--- config.mk ---
export PLATFORM = sky130hd
export DESIGN_NAME = ramped_setpoint_p_steering_flat
export DESIGN_NICKNAME = d
export VERILOG_FILES = /design/src/rtl/rsps_pkg.sv /design/src/rtl/rsps_in_if.sv /design/src/rtl/rsps_out_if.sv /design/src/rtl/ramped_setpoint_p_steering.sv /design/src/rtl/rsps_cfg.sv /design/src/rtl/rsps_core.sv /design/src/flat_wrapper.sv
export VERILOG_INCLUDE_DIRS = /design/src /design/src/rtl
export SDC_FILE = /design/constraint.sdc
export NUM_CORES = 1
export LEC_CHECK = 0
export CORE_MARGIN = 1.5
export CORE_UTILIZATION = 65
export CTS_BUF_LIST = sky130_fd_sc_hd__clkbuf_4 sky130_fd_sc_hd__clkbuf_8
export DETAILED_ROUTE_END_ITERATION = 12
export DONT_BUFFER_PORTS = 1
export PLACE_DENSITY = 0.8
export SLEW_MARGIN = 25
export SYNTH_ARGS = -nofsm -noshare
export SYNTH_HDL_FRONTEND = slang
export SYNTH_SLANG_ARGS = --single-unit
--- constraint.sdc ---
create_clock -name clk_i -period 38.5 [get_ports clk_i]
set_input_delay 7.7 -clock clk_i [delete_from_list [all_inputs] [get_ports clk_i]]
set_output_delay 7.7 -clock clk_i [all_outputs]
set_load 0.03 [all_outputs]
--- src/rtl/ramped_setpoint_p_steering_assert.svh ---
// ----------------------------------------------------------------------------
// ramped_setpoint_p_steering_assert.svh
// Assertion macros shared by the top-level and core steering controller modules
// ----------------------------------------------------------------------------
`ifndef RAMPED_SETPOINT_P_STEERING_ASSERT_SVH
`define RAMPED_SETPOINT_P_STEERING_ASSERT_SVH

// plain property, checked outside reset
`define RSPS_ASSERT(lbl, prop, msg) \
  lbl: assert property (@(posedge clk_i) disable iff (!rst_ni) (prop)) else $error(msg);

// same-cycle implication, checked outside reset
`define RSPS_ASSERT_IMP(lbl, ante, cons, msg) \
  lbl: assert property (@(posedge clk_i) disable iff (!rst_ni) (ante) |-> (cons)) \
    else $error(msg);

// next-cycle implication, checked outside reset
`define RSPS_ASSERT_NXT(lbl, ante, cons, msg) \
  lbl: assert property (@(posedge clk_i) disable iff (!rst_ni) (ante) |=> (cons)) \
    else $error(msg);

`endif

--- src/rtl/rsps_pkg.sv ---
// ----------------------------------------------------------------------------
// rsps_pkg
// Types and constants of the ramped-setpoint steering controller
// ----------------------------------------------------------------------------
package rsps_pkg;

  localparam int unsigned RangeW = 10;
  localparam int unsigned AngleW = 8;
  localparam int unsigned GainW  = 8;
  localparam int unsigned StepW  = 8;
  localparam int unsigned SelW   = 2;
  localparam int unsigned ProbeW = 3;
  localparam int unsigned CfgIdxW = 3;
  localparam int unsigned CfgDataW = 10;

  localparam logic [AngleW-1:0] CenterAngle = 8'd90;
  localparam logic [RangeW-1:0] StartGap    = 10'd10;
  localparam logic [ProbeW-1:0] ProbeLimit  = 3'd4;
  localparam logic signed [AngleW-1:0] CorrHi = 8'sd60;
  localparam logic signed [AngleW-1:0] CorrLo = -8'sd50;

  localparam logic [GainW-1:0]  GainRst   = 8'd1;
  localparam logic [RangeW-1:0] TargetRst = 10'd50;
  localparam logic [StepW-1:0]  StepRst   = 8'd1;
  localparam logic [RangeW-1:0] SetpRst   = 10'd50;

  typedef enum logic [CfgIdxW-1:0] {
    RegGain   = 3'd0,
    RegTarget = 3'd1,
    RegStep   = 3'd2,
    RegSelect = 3'd3,
    RegEdge   = 3'd4
  } cfg_idx_e;

  typedef enum logic [SelW-1:0] {
    SelIdle  = 2'd0,
    SelLeft  = 2'd1,
    SelRight = 2'd2,
    SelNone  = 2'd3
  } sel_e;

  typedef enum logic {
    KindStart = 1'b0,
    KindTick  = 1'b1
  } kind_e;

  typedef struct packed {
    logic [GainW-1:0]  gain;
    logic [RangeW-1:0] target_distance;
    logic [StepW-1:0]  ramp_step;
    sel_e              sensor_select;
    logic [RangeW-1:0] edge_distance;
  } cfg_t;

  typedef struct packed {
    kind_e             kind;
    logic [RangeW-1:0] range_one;
    logic [RangeW-1:0] range_two;
  } item_t;

  typedef struct packed {
    logic [AngleW-1:0] servo_angle;
    logic              servo_update;
    logic              corner_found;
    logic              corner_new;
    logic              turn_way;
    logic [RangeW-1:0] held_setpoint;
  } result_t;

endpackage

--- src/rtl/rsps_in_if.sv ---
// ----------------------------------------------------------------------------
// rsps_in_if
// Input channel: start events and control ticks with two range readings
// ----------------------------------------------------------------------------
interface rsps_in_if import rsps_pkg::*; ();
  logic              valid;
  logic              ready;
  logic              kind;
  logic [RangeW-1:0] range_one;
  logic [RangeW-1:0] range_two;

  modport source (output valid, output kind, output range_one, output range_two,
                  input ready);
  modport sink (input valid, input kind, input range_one, input range_two,
                output ready);
endinterface

--- src/rtl/rsps_out_if.sv ---
// ----------------------------------------------------------------------------
// rsps_out_if
// Result channel: servo command, corner status and held setpoint
// ----------------------------------------------------------------------------
interface rsps_out_if import rsps_pkg::*; ();
  logic              valid;
  logic              ready;
  logic [AngleW-1:0] servo_angle;
  logic              servo_update;
  logic              corner_found;
  logic              corner_new;
  logic              turn_way;
  logic [RangeW-1:0] held_setpoint;

  modport source (output valid, output servo_angle, output servo_update,
                  output corner_found, output corner_new, output turn_way,
                  output held_setpoint, input ready);
  modport sink (input valid, input servo_angle, input servo_update,
                input corner_found, input corner_new, input turn_way,
                input held_setpoint, output ready);
endinterface

--- src/rtl/ramped_setpoint_p_steering.sv ---
// ----------------------------------------------------------------------------
// ramped_setpoint_p_steering
// Wall-distance steering controller with ramped setpoint (top level)
// ----------------------------------------------------------------------------
//  channel   dir  handshake      payload
//  item_i    in   valid/ready    kind, range_one, range_two
//  result_o  out  valid/ready    servo_angle, servo_update, corner_found,
//                                corner_new, turn_way, held_setpoint
//  cfg       in   cfg_we_i       cfg_idx_i, cfg_wdata_i
//
// one beat per cycle sustained while result_o.ready is high; a beat passes
// the input register, then core logic into the result register
// the multiply-and-clamp between input and result register sets the cycle time
// async active-low reset puts setpoint to 50, flags and probe count to zero
// input register takes a new beat while the result waits, so one stalled
// result plus one held input beat are buffered before ready drops
// ----------------------------------------------------------------------------
module ramped_setpoint_p_steering import rsps_pkg::*; (
  input  logic                clk_i,
  input  logic                rst_ni,
  rsps_in_if.sink             item_i,
  rsps_out_if.source          result_o,
  input  logic                cfg_we_i,
  input  logic [CfgIdxW-1:0]  cfg_idx_i,
  input  logic [CfgDataW-1:0] cfg_wdata_i
);

  cfg_t    cfg;
  item_t   in_q;
  result_t res_d, res_q;
  logic    in_vld_q, out_vld_q;
  logic    adv, accept;

  rsps_cfg u_cfg (
    .clk_i       (clk_i),
    .rst_ni      (rst_ni),
    .cfg_we_i    (cfg_we_i),
    .cfg_idx_i   (cfg_idx_i),
    .cfg_wdata_i (cfg_wdata_i),
    .cfg_o       (cfg)
  );

  // beat moves into the result register when that register is free or drained
  assign adv          = in_vld_q && (!out_vld_q || result_o.ready);
  assign item_i.ready = !in_vld_q || adv;
  assign accept       = item_i.valid && item_i.ready;

  rsps_core u_core (
    .clk_i  (clk_i),
    .rst_ni (rst_ni),
    .adv_i  (adv),
    .item_i (in_q),
    .cfg_i  (cfg),
    .res_o  (res_d)
  );

  always_ff @(posedge clk_i or negedge rst_ni) begin
    if (!rst_ni) begin
      in_vld_q  <= 1'b0;
      out_vld_q <= 1'b0;
    end else begin
      if (accept) begin
        in_vld_q <= 1'b1;
      end else if (adv) begin
        in_vld_q <= 1'b0;
      end
      if (adv) begin
        out_vld_q <= 1'b1;
      end else if (result_o.ready) begin
        out_vld_q <= 1'b0;
      end
    end
  end

  always_ff @(posedge clk_i) begin
    if (accept) begin
      in_q.kind      <= kind_e'(item_i.kind);
      in_q.range_one <= item_i.range_one;
      in_q.range_two <= item_i.range_two;
    end
    if (adv) begin
      res_q <= res_d;
    end
  end

  assign result_o.valid         = out_vld_q;
  assign result_o.servo_angle   = res_q.servo_angle;
  assign result_o.servo_update  = res_q.servo_update;
  assign result_o.corner_found  = res_q.corner_found;
  assign result_o.corner_new    = res_q.corner_new;
  assign result_o.turn_way      = res_q.turn_way;
  assign result_o.held_setpoint = res_q.held_setpoint;

`include "ramped_setpoint_p_steering_assert.svh"

  `RSPS_ASSERT_IMP(a_idle_center, out_vld_q && !res_q.servo_update, res_q.servo_angle == CenterAngle, "servo angle off center without update")
  `RSPS_ASSERT_IMP(a_new_found, out_vld_q && res_q.corner_new, res_q.corner_found, "new corner reported without corner flag")
  `RSPS_ASSERT_NXT(a_hold_input, in_vld_q && !adv, in_vld_q, "held input beat dropped while stalled")

endmodule

--- src/rtl/rsps_cfg.sv ---
// ----------------------------------------------------------------------------
// rsps_cfg
// Configuration register bank, written by index
// ----------------------------------------------------------------------------
module rsps_cfg import rsps_pkg::*; (
  input  logic                clk_i,
  input  logic                rst_ni,
  input  logic                cfg_we_i,
  input  logic [CfgIdxW-1:0]  cfg_idx_i,
  input  logic [CfgDataW-1:0] cfg_wdata_i,
  output cfg_t                cfg_o
);

  cfg_t cfg_q, cfg_d;

  always_comb begin
    cfg_d = cfg_q;
    if (cfg_we_i) begin
      case (cfg_idx_e'(cfg_idx_i))
        RegGain:   cfg_d.gain            = cfg_wdata_i[GainW-1:0];
        RegTarget: cfg_d.target_distance = cfg_wdata_i[RangeW-1:0];
        RegStep:   cfg_d.ramp_step       = cfg_wdata_i[StepW-1:0];
        RegSelect: cfg_d.sensor_select   = sel_e'(cfg_wdata_i[SelW-1:0]);
        RegEdge:   cfg_d.edge_distance   = cfg_wdata_i[RangeW-1:0];
        default:   cfg_d = cfg_q;
      endcase
    end
  end

  always_ff @(posedge clk_i or negedge rst_ni) begin
    if (!rst_ni) begin
      cfg_q.gain            <= GainRst;
      cfg_q.target_distance <= TargetRst;
      cfg_q.ramp_step       <= StepRst;
      cfg_q.sensor_select   <= SelIdle;
      cfg_q.edge_distance   <= '0;
    end else begin
      cfg_q <= cfg_d;
    end
  end

  assign cfg_o = cfg_q;

endmodule

--- src/rtl/rsps_core.sv ---
// ----------------------------------------------------------------------------
// rsps_core
// Setpoint ramp, proportional servo angle and corner detection for one beat
// ----------------------------------------------------------------------------
module rsps_core import rsps_pkg::*; (
  input  logic    clk_i,
  input  logic    rst_ni,
  input  logic    adv_i,
  input  item_t   item_i,
  input  cfg_t    cfg_i,
  output result_t res_o
);

  logic [RangeW-1:0] sp_q, sp_d;
  logic              flag_q, flag_d;
  logic              way_q, way_d;
  logic [ProbeW-1:0] probe_q, probe_d;

  logic [RangeW-1:0]          sp_ramp;
  logic [RangeW:0]            hi_lhs, hi_rhs, lo_lhs, lo_rhs;
  logic                       left;
  logic                       active;
  logic [RangeW-1:0]          reading;
  logic signed [RangeW+1:0]   err;
  logic signed [RangeW+GainW+2:0] prod;
  logic signed [AngleW-1:0]   corr;
  logic [RangeW-1:0]          gap;
  logic                       update, fresh;

  // ramp toward the target, snapping once within one step; hold while the target is zero
  assign hi_lhs = {1'b0, sp_q} + 11'd1;
  assign hi_rhs = {1'b0, cfg_i.target_distance} + {3'b000, cfg_i.ramp_step};
  assign lo_lhs = {1'b0, sp_q} + {3'b000, cfg_i.ramp_step};
  assign lo_rhs = {1'b0, cfg_i.target_distance} + 11'd1;

  always_comb begin
    if (cfg_i.target_distance == '0) begin
      sp_ramp = sp_q;
    end else if (hi_lhs > hi_rhs) begin
      sp_ramp = sp_q - {2'b00, cfg_i.ramp_step};
    end else if (lo_lhs < lo_rhs) begin
      sp_ramp = lo_lhs[RangeW-1:0];
    end else begin
      sp_ramp = cfg_i.target_distance;
    end
  end

  assign left    = (cfg_i.sensor_select == SelLeft);
  assign active  = cfg_i.sensor_select inside {SelLeft, SelRight};
  assign reading = left ? item_i.range_one : item_i.range_two;

  // both sides reduce to 90 + clamp(err * gain, -50, 60)
  assign err  = $signed({2'b00, sp_ramp}) - $signed({2'b00, reading});
  assign prod = err * $signed({1'b0, cfg_i.gain});

  always_comb begin
    if (prod > (RangeW+GainW+3)'(CorrHi)) begin
      corr = CorrHi;
    end else if (prod < (RangeW+GainW+3)'(CorrLo)) begin
      corr = CorrLo;
    end else begin
      corr = prod[AngleW-1:0];
    end
  end

  assign gap = (item_i.range_one > item_i.range_two) ?
               (item_i.range_one - item_i.range_two) :
               (item_i.range_two - item_i.range_one);

  always_comb begin
    sp_d    = sp_q;
    flag_d  = flag_q;
    way_d   = way_q;
    probe_d = probe_q;
    update  = 1'b0;
    fresh   = 1'b0;
    if (item_i.kind == KindStart) begin
      update = 1'b1;
      flag_d = 1'b0;
      if (item_i.range_one != '0 && item_i.range_two != '0 && gap > StartGap) begin
        flag_d = 1'b1;
        fresh  = 1'b1;
        way_d  = !(item_i.range_one < item_i.range_two);
      end
    end else if (active) begin
      sp_d = sp_ramp;
      if (reading != '0) begin
        update = 1'b1;
        if (!flag_q && cfg_i.edge_distance != '0) begin
          if (reading > cfg_i.edge_distance) begin
            flag_d = 1'b1;
            fresh  = 1'b1;
            way_d  = !left;
          end
          // probe of the left reading wins the direction in right mode
          if (probe_q == ProbeLimit) begin
            if (!left && item_i.range_one > cfg_i.edge_distance) begin
              flag_d = 1'b1;
              fresh  = 1'b1;
              way_d  = 1'b0;
            end
          end else begin
            probe_d = probe_q + 3'd1;
          end
        end
      end
    end
  end

  always_comb begin
    res_o.servo_angle   = CenterAngle;
    if (update && item_i.kind == KindTick) begin
      res_o.servo_angle = CenterAngle + corr;
    end
    res_o.servo_update  = update;
    res_o.corner_found  = flag_d;
    res_o.corner_new    = fresh;
    res_o.turn_way      = way_d;
    res_o.held_setpoint = sp_d;
  end

  always_ff @(posedge clk_i or negedge rst_ni) begin
    if (!rst_ni) begin
      sp_q    <= SetpRst;
      flag_q  <= 1'b0;
      way_q   <= 1'b0;
      probe_q <= '0;
    end else if (adv_i) begin
      sp_q    <= sp_d;
      flag_q  <= flag_d;
      way_q   <= way_d;
      probe_q <= probe_d;
    end
  end

`include "ramped_setpoint_p_steering_assert.svh"

  `RSPS_ASSERT(a_probe_step, $stable(probe_q) || (probe_q == $past(probe_q) + 3'd1 && probe_q <= ProbeLimit), "probe counter moved other than by one up to its limit")

endmodule
--- src/flat_wrapper.sv ---
// flat-port wrapper written by rule: the top's interface ports become plain ports
module ramped_setpoint_p_steering_flat import rsps_pkg::*;
  (clk_i, rst_ni, cfg_we_i, cfg_idx_i, cfg_wdata_i, item_i_valid, item_i_kind, item_i_range_one, item_i_range_two, item_i_ready, result_o_valid, result_o_servo_angle, result_o_servo_update, result_o_corner_found, result_o_corner_new, result_o_turn_way, result_o_held_setpoint, result_o_ready);
  rsps_in_if item_i_i ();
  rsps_out_if result_o_i ();
  input  logic clk_i;
  input  logic rst_ni;
  input  logic cfg_we_i;
  input  logic [CfgIdxW-1:0] cfg_idx_i;
  input  logic [CfgDataW-1:0] cfg_wdata_i;
  input wire logic [$bits(item_i_i.valid)-1:0] item_i_valid;
  input wire logic [$bits(item_i_i.kind)-1:0] item_i_kind;
  input wire logic [$bits(item_i_i.range_one)-1:0] item_i_range_one;
  input wire logic [$bits(item_i_i.range_two)-1:0] item_i_range_two;
  output wire logic [$bits(item_i_i.ready)-1:0] item_i_ready;
  output wire logic [$bits(result_o_i.valid)-1:0] result_o_valid;
  output wire logic [$bits(result_o_i.servo_angle)-1:0] result_o_servo_angle;
  output wire logic [$bits(result_o_i.servo_update)-1:0] result_o_servo_update;
  output wire logic [$bits(result_o_i.corner_found)-1:0] result_o_corner_found;
  output wire logic [$bits(result_o_i.corner_new)-1:0] result_o_corner_new;
  output wire logic [$bits(result_o_i.turn_way)-1:0] result_o_turn_way;
  output wire logic [$bits(result_o_i.held_setpoint)-1:0] result_o_held_setpoint;
  input wire logic [$bits(result_o_i.ready)-1:0] result_o_ready;
  assign item_i_i.valid = item_i_valid;
  assign item_i_i.kind = item_i_kind;
  assign item_i_i.range_one = item_i_range_one;
  assign item_i_i.range_two = item_i_range_two;
  assign item_i_ready = item_i_i.ready;
  assign result_o_valid = result_o_i.valid;
  assign result_o_servo_angle = result_o_i.servo_angle;
  assign result_o_servo_update = result_o_i.servo_update;
  assign result_o_corner_found = result_o_i.corner_found;
  assign result_o_corner_new = result_o_i.corner_new;
  assign result_o_turn_way = result_o_i.turn_way;
  assign result_o_held_setpoint = result_o_i.held_setpoint;
  assign result_o_i.ready = result_o_ready;
  ramped_setpoint_p_steering u_core (.clk_i(clk_i), .rst_ni(rst_ni), .item_i(item_i_i), .result_o(result_o_i), .cfg_we_i(cfg_we_i), .cfg_idx_i(cfg_idx_i), .cfg_wdata_i(cfg_wdata_i));
endmodule
# Word-level counts from Yosys, hierarchy flattened
# Cells that the tools add are included.
[word_totals] regBits=98 latchBits=0 ram_bits=0 mem_bits_ro=0 in_bits=39 output_inout_bits=24 elab_cells=116 memories=0
[op_classes] addsub=10 n_mul=1 div=0 magnitude_cmp=9 n_eq_ne=7 n_shift=0 n_mux=39 n_bitwise=1 reduce_logical=29
[ops] operator="2-to-1 mux 10 bit" count=7
[ops] operator="nonzero test 10 bit" count=4
[ops] operator="> comparator 10 bit" count=3
[ops] operator="2-to-1 mux 1 bit" count=30
[ops] operator="adder 10 x 1 -> 11 bit (second input constant)" count=2
[ops] operator="adder 10 x 8 -> 11 bit" count=2
[ops] operator="> comparator 20 x 7 -> 1 bit (second input constant)" count=1
[ops] operator="less-than comparator 20 x 7 -> 1 bit (second input constant)" count=1
[ops] operator="multiplier 11 x 9 -> 20 bit" count=1
[ops] operator="subtractor 10 bit" count=2
[ops] operator="2-to-1 mux 8 bit" count=2
[ops] operator="> comparator 11 bit" count=1
[ops] operator="less-than comparator 11 bit" count=1
[ops] operator="subtractor 10 x 10 -> 11 bit" count=1
[ops] operator="> comparator 10 x 4 -> 1 bit (second input constant)" count=1
[ops] operator="zero test 10 bit" count=1
[ops] operator="less-than comparator 10 bit" count=1
[ops] operator="AND reduction 2 bit" count=5
[ops] operator="subtractor 10 x 8 -> 10 bit" count=1
[ops] operator="adder 7 x 8 -> 8 bit (first input constant)" count=1
[ops] operator="logical AND 1 bit" count=7
[ops] operator="== test 3 x 2 -> 1 bit (second input constant)" count=2
[ops] operator="== test 3 bit (second input constant)" count=2
[ops] operator="AND reduction 6 bit" count=1
[ops] operator="9 further kinds" count=16

# Logic depth before layout (Yosys ltp)
# Gate-level depths: netlist (run 1).
[depth] word_depth=11 depth_mapped=57 ltp_nobuf=53

# By module
# From an unflattened synthesis (run 1), not the netlist that was laid out.
[unflattened] cells_unflattened=1350 area_unflattened_um2=12157.9
[by_module_without_submodules] module="rsps_core" n_inst=1 cells_each=1215 area_per_inst_um2=9295.2 seq_area_each_um2=379.1
[by_module_without_submodules] module="rsps_cfg" n_inst=1 cells_each=84 area_per_inst_um2=1467.7 seq_area_each_um2=957.2
[by_module_without_submodules] module="ramped_setpoint_p_steering" n_inst=1 cells_each=51 area_per_inst_um2=1395.1 seq_area_each_um2=1341.3

# Least setup slack after synthesis (run 1)
# Ideal clock, no wire load.
[synth_timing] kind="input port to output port" from="in result_o_ready" to="out item_i_ready" t_arrival_ns=8.046 t_required_ns=30.800 path_slack_ns=22.754 cell_stages=1 path_buffers=0 cell_sequence="nand3b_1"
[synth_via] elab_chain_cells=3
[synth_rtl] element="start: declaration" line="flat_wrapper.sv:23" rtl="input wire logic [$bits(result_o_i.ready)-1:0] result_o_ready;"
[synth_rtl] element="logical OR 1 bit" line="ramped_setpoint_p_steering.sv:44" rtl="assign adv = in_vld_q && (!out_vld_q || result_o.ready);"
[synth_rtl] element="logical AND 1 bit" line="ramped_setpoint_p_steering.sv:44"
[synth_rtl] element="logical OR 1 bit" line="ramped_setpoint_p_steering.sv:45" rtl="assign item_i.ready = !in_vld_q || adv;"
[synth_rtl] element="end: declaration" line="flat_wrapper.sv:15" rtl="output wire logic [$bits(item_i_i.ready)-1:0] item_i_ready;"
# No other way between the ends.

# Final worst setup path (run 1)
# Ends and elaborated chain as after synthesis.

==> results.sh, run 1 <==
export IMPL_worst_pin_slew_ns=0.991
export IMPL_area_growth_pct=3.38
export IMPL_synthArstFlopShare_pct=56.1
export IMPL_syn_avg_cell_area_sq_um=8.76
export IMPL_max_stage_delay_ns=0.36
export IMPL_port_buffers=0
export IMPL_r2r_cells=52
export IMPL_end_kind="output port"
export IMPL_antenna_left=0
export IMPL_cpMaxStageDelayCell="nand3b_1"
export IMPL_synthTopCellsByArea="ha_1, fa_1, edfxtp_1"
export IMPL_status="finished, final reports clean"
export IMPL_cts_sinks=98
export IMPL_yosysMostFrequentCell="inv_1"
export IMPL_drv_cap=0
export IMPL_place_gp_congestion=1.01
export IMPL_clockBufferDepth=2
export IMPL_relSlewSlack_pct=33.7
export IMPL_finalSetupViolations=0
export IMPL_cts_tree="yes"
export IMPL_timing_final_crit_share_pct=40.9
export IMPL_required_ns=30.80
export IMPL_finClkSkew_ns=0.0179
export IMPL_first_iter_violations=688
export IMPL_synth_ff_type="dfrtp_1"
export IMPL_critPathTopFamily="simple AND/OR/NAND/NOR gates"
export IMPL_dieWidth_um=138
export IMPL_rsz0062_at_grt="no"
export IMPL_ys_top_cells_by_count="inv_1, ha_1, nand2_1"
export IMPL_post_cts_buffers=0
export IMPL_hold_buffers=0
export IMPL_synth_area_sq_um=11800
export IMPL_ys_types=81
export IMPL_synth_nets=1604
export IMPL_vias_per_cell=6.09
export IMPL_hold_depth=1
export IMPL_die_h_um=138
export IMPL_post_route_min_period_ns=15.76
export IMPL_antenna_cells=0
export IMPL_worstSetupPathType="primary input to output port"
export IMPL_nets=1581
export IMPL_dpl_hpwl_um=22500
export IMPL_drcViolationCount=0
export IMPL_vias=9480
export IMPL_coreArea_sq_um=17900
export IMPL_hp_class="register to register"
export IMPL_fmax_mhz=63.4
export IMPL_ys_warn_count=0
export IMPL_drive_gt1_share_pct=5.80
export IMPL_ctsRootBufferMaster="clkbuf_8"
export IMPL_cp_num_cells=1
export IMPL_drt_wl_total_um=28000
export IMPL_antenna_found_initial=0
export IMPL_cts_made_buffers=9
export IMPL_yosys_area_top_type_share_pct=15.0
export IMPL_synth_edf_count=43
export IMPL_track_usage_pct=30.7
export IMPL_grt_ovfl_total=0
export IMPL_setup_tns_ns=0
export IMPL_grt_start_max_net_pins=56
export IMPL_fp_row_count=49
export IMPL_ys_ff_latch=98
export IMPL_ioPinCount=63
export IMPL_critPathMaxFanout=3
export IMPL_syn_inst=1346
export IMPL_path_clk_slew_ns=0.11
export IMPL_dr_pass1_iters=5
export IMPL_start_util_pct=65.9
export IMPL_dieArea_sq_um=19000
export IMPL_grt_pass1_wl_um=44900
export IMPL_wl_per_cell_um=18.0
export IMPL_hold_viol_final=0
export IMPL_synth_seq_area_share_pct=22.7
export IMPL_arrival_ns=8.06
export IMPL_maxSlewViolCount=0
export IMPL_htree_levels=3
export IMPL_cts_resized=0
export IMPL_start_kind="primary input"
export IMPL_path_cells="nand3b_1"
export IMPL_yosys_area_top_type="ha_1"
export IMPL_insertion_delay_ns=0.40
export IMPL_grt_pass1_vias=9079
export IMPL_cp_buffers_inverters=0
[placed cells by master, fill, tap and decap left out, drive strengths merged, types with 6 or more instances in the layout]
master  count
mux2       24
a21boi      9
dfrtp      47
fa         78
a211oi     12
mux2i      12
nand4      18
nand2     139
o21ai      81
edfxtp     43
a311oi      8
inv       198
o211ai     12
and3       11
and2       46
nor3       21
xor2       13
clkbuf     10
nor4       11
a21oi      60
dfstp       8
nor2b      30
o21a       19
nand3      26
or3         6
a21o       24
xnor2      40
ha        141
or2         8
nand2b     20
nor2       59
[cells by family (layout without fill, tap and decap cells)]
logic type,count (synthesis),after routing,synth area share [%]
AOI/OAI and AO/OA,281,281,15.6
xor gates and xnor gates,53,53,3.94
adders and majority gates,219,219,28.2
buffers and inverters,235,217,7.64
DFF,98,98,22.7
muxes,36,36,3.34
and+or+nand+nor,424,424,18.6
[worst paths after layout]
check | from | to | slack, ns
max in group asynchronous | rst_ni | u_core.u_core.sp_q[4] | 31.30
min in group asynchronous | rst_ni | u_core.u_cfg.cfg_o[17] | 6.99
hold reg to reg | u_core.u_core.probe_q[2] | u_core.u_core.probe_q[2] | 0.48
hold / removal | u_core.u_core.probe_q[2] | u_core.u_core.probe_q[2] | 0.48
setup / recovery | result_o_ready | item_i_ready | 22.74
setup reg to reg | u_core.u_cfg.cfg_o[20] | u_core.result_o.servo_angle[5] | 24.30
[per-stage QoR]
step / hold WS [ns] / setup WS [ns] / area [sq um] / util [%] / instances
6_report: 0.483 / 22.74 / 12200 / 68.1 / 1557
4_1_cts: 0.486 / 22.74 / 12200 / 68.1 / 1557
2_1_floorplan: 0.445 / 22.75 / 11800 / - / 1346
3_3_place_gp: 0.463 / 22.74 / 12000 / 66.9 / 1541
5_1_grt: 0.510 / 22.72 / 12200 / 68.1 / 1557
3_5_place_dp: 0.469 / 22.74 / 12000 / 66.9 / 1541
[flip-flops by register name (all words and copies together), names as in the netlist]
name / flops
u_core.in_q: 21
u_core.in_vld_q: 1
u_core.result_o.corner_found: 1
u_core.result_o.corner_new: 1
u_core.result_o.held_setpoint: 10
u_core.result_o.servo_angle: 8
u_core.result_o.servo_update: 1
u_core.result_o.turn_way: 1
u_core.result_o.valid: 1
u_core.u_cfg.cfg_o: 38
u_core.u_core.flag_q: 1
u_core.u_core.probe_q: 3
u_core.u_core.sp_q: 10
u_core.u_core.way_q: 1
[cell type report]
cell class	instances	area, sq um
clock buffers	10	138
multi-input cells	1013	8230
inverters	196	736
flip-flops and latches	98	2680
repair buffers	5	37.5
well taps	229	287
clock inverters	6	83.8
fillers	1413	5710
[metal layers]
layer	global-route usage (%)	share of wire [%]
met1	41.6	44
met2	49.6	46
met3	7.69	8.4
met4	7.64	1.6
met5	0	0
Power of run 1 is left out: the tool's default activity adds up to more than one toggle a clock period on the data nets, which glitch-free logic cannot reach.
==> run 2, diff against run 1 <==
==> constraint.sdc (replaced) <==
create_clock -name clk_i -period 15.6 [get_ports clk_i]
set_input_delay 3.12 -clock clk_i [delete_from_list [all_inputs] [get_ports clk_i]]
set_output_delay 3.12 -clock clk_i [all_outputs]
set_load 0.03 [all_outputs]
==> results.sh, run 2 (synthesis results as in run 1) <==
export IMPL_first_iter_violations=624
export IMPL_layout_cells_non_filler=1557
export IMPL_grt_start_max_net_pins=56
export IMPL_cts_made_buffers=9
export IMPL_post_route_min_period_ns=13.54
export IMPL_layout_setup_ws_ns=2.06
export IMPL_critPathMaxFanout=14
export IMPL_status="finished, final reports clean"
export IMPL_cpMaxStageDelayCell="dfstp_2"
export IMPL_stdcell_area_sq_um=12200
export IMPL_dr_pass1_iters=5
export IMPL_finClkSkew_ns=0.0174
export IMPL_die_h_um=138
export IMPL_maxSlewViolCount=0
export IMPL_path_clk_slew_ns=0.10
export IMPL_drive_gt1_share_pct=5.72
export IMPL_rrSetupSlack_ns=2.06
export IMPL_vias_per_cell=6.17
export IMPL_use_met2_pct=51.2
export IMPL_use_met3_pct=7.54
export IMPL_relSlewSlack_pct=45.6
export IMPL_top_usage_layer="met2"
export IMPL_vias=9606
export IMPL_htree_levels=3
export IMPL_drv_cap=0
export IMPL_nets=1581
export IMPL_coreArea_sq_um=17900
export IMPL_fmax_mhz=73.9
export IMPL_antenna_cells=0
export IMPL_post_dp_cell_area_sq_um=12000
export IMPL_layout_commonest_cell="inv_1"
export IMPL_dieWidth_um=138
export IMPL_timing_final_crit_share_pct=86.8
export IMPL_insertion_delay_ns=0.39
export IMPL_fp_row_count=49
export IMPL_grt_ovfl_total=0
export IMPL_cts_resized=0
export IMPL_wl_per_cell_um=18.4
export IMPL_antenna_found_initial=0
export IMPL_end_kind="register"
export IMPL_post_cts_buffers=0
export IMPL_cts_sinks=98
export IMPL_grt_pass1_vias=9314
export IMPL_required_ns=15.75
export IMPL_clockBufferDepth=2
export IMPL_largest_reg_flops=38
export IMPL_rsz0062_at_grt="no"
export IMPL_finalSetupViolations=0
export IMPL_place_ws_ns=2.08
export IMPL_antenna_left=0
export IMPL_hold_buffers=0
export IMPL_cp_common_cell="ha_1"
export IMPL_hp_class="register to register"
export IMPL_dpl_hpwl_um=23200
export IMPL_max_stage_delay_ns=0.63
export IMPL_ioPinCount=63
export IMPL_setup_tns_ns=0
export IMPL_hold_viol_final=0
export IMPL_drt_wl_total_um=28700
export IMPL_area_growth_pct=3.32
export IMPL_dp_cells=1541
export IMPL_grt_pass1_wl_um=46600
export IMPL_ctsRootBufferMaster="clkbuf_8"
export IMPL_place_gp_congestion=0.936
export IMPL_cts_tree="yes"
export IMPL_worstSetupPathType="register to register"
export IMPL_worst_pin_slew_ns=0.817
export IMPL_drcViolationCount=0
export IMPL_arrival_ns=13.69
export IMPL_track_usage_pct=31.9
export IMPL_grt_util_met1_pct=43.3
export IMPL_dieArea_sq_um=19000
export IMPL_port_buffers=0
export IMPL_start_kind="register"
export IMPL_start_util_pct=65.9
export IMPL_mostFrequentLayoutCells="inv_1, ha_1, nand2_1"
run 2: metal layers:
metal  share of wire, %  routed length, um
met1                 45              12800
met2                 45              13000
met3                8.0               2310
met4                2.1                615
met5                  0                  0
run 2: per-stage QoR:
step	util (%)	hold slack, ns
finish	68.1	0.492
global route	68.1	0.498
CTS	68.0	0.494
detailed placement	66.9	0.477
global placement	66.9	0.468
floorplan	-	0.445
run 2: worst paths after layout:
| kind | start | endpoint | cells after the start |
|---|---|---|---|
| worst max register to register | u_core.u_cfg.cfg_o[21] | u_core.result_o.servo_angle[5] | 48 |
| worst max-delay path | u_core.u_cfg.cfg_o[21] | u_core.result_o.servo_angle[5] | 48 |
| max in group asynchronous | rst_ni | u_core.u_core.sp_q[5] | 0 |
| min in group asynchronous | rst_ni | u_core.u_core.way_q | 0 |
| worst min-delay path | u_core.u_core.probe_q[2] | u_core.u_core.probe_q[2] | 1 |
| worst min register to register | u_core.u_core.probe_q[2] | u_core.u_core.probe_q[2] | 1 |
run 2: critical path: cells and delay by family (launching register included):
family          cells  cell delay (ns)
compound gates     23             5.14
xor+xnor            1             0.09
fa+ha+maj           9             3.53
buf+inv             3             0.15
flops               1             0.63
mux                 1             0.14
simple gates       11             3.62
run 2: layout make-up:
class | count | area, sq um
Clock buffer | 11 | 145
Clock inverter | 5 | 60.1
Tap cell | 229 | 287
Sequential cell | 98 | 2680
Timing Repair Buffer | 5 | 37.5
Fill cell | 1467 | 5720
Multi-Input combinational cell | 1013 | 8240
Inverter | 196 | 736
Power of run 2 is left out for the same reason.
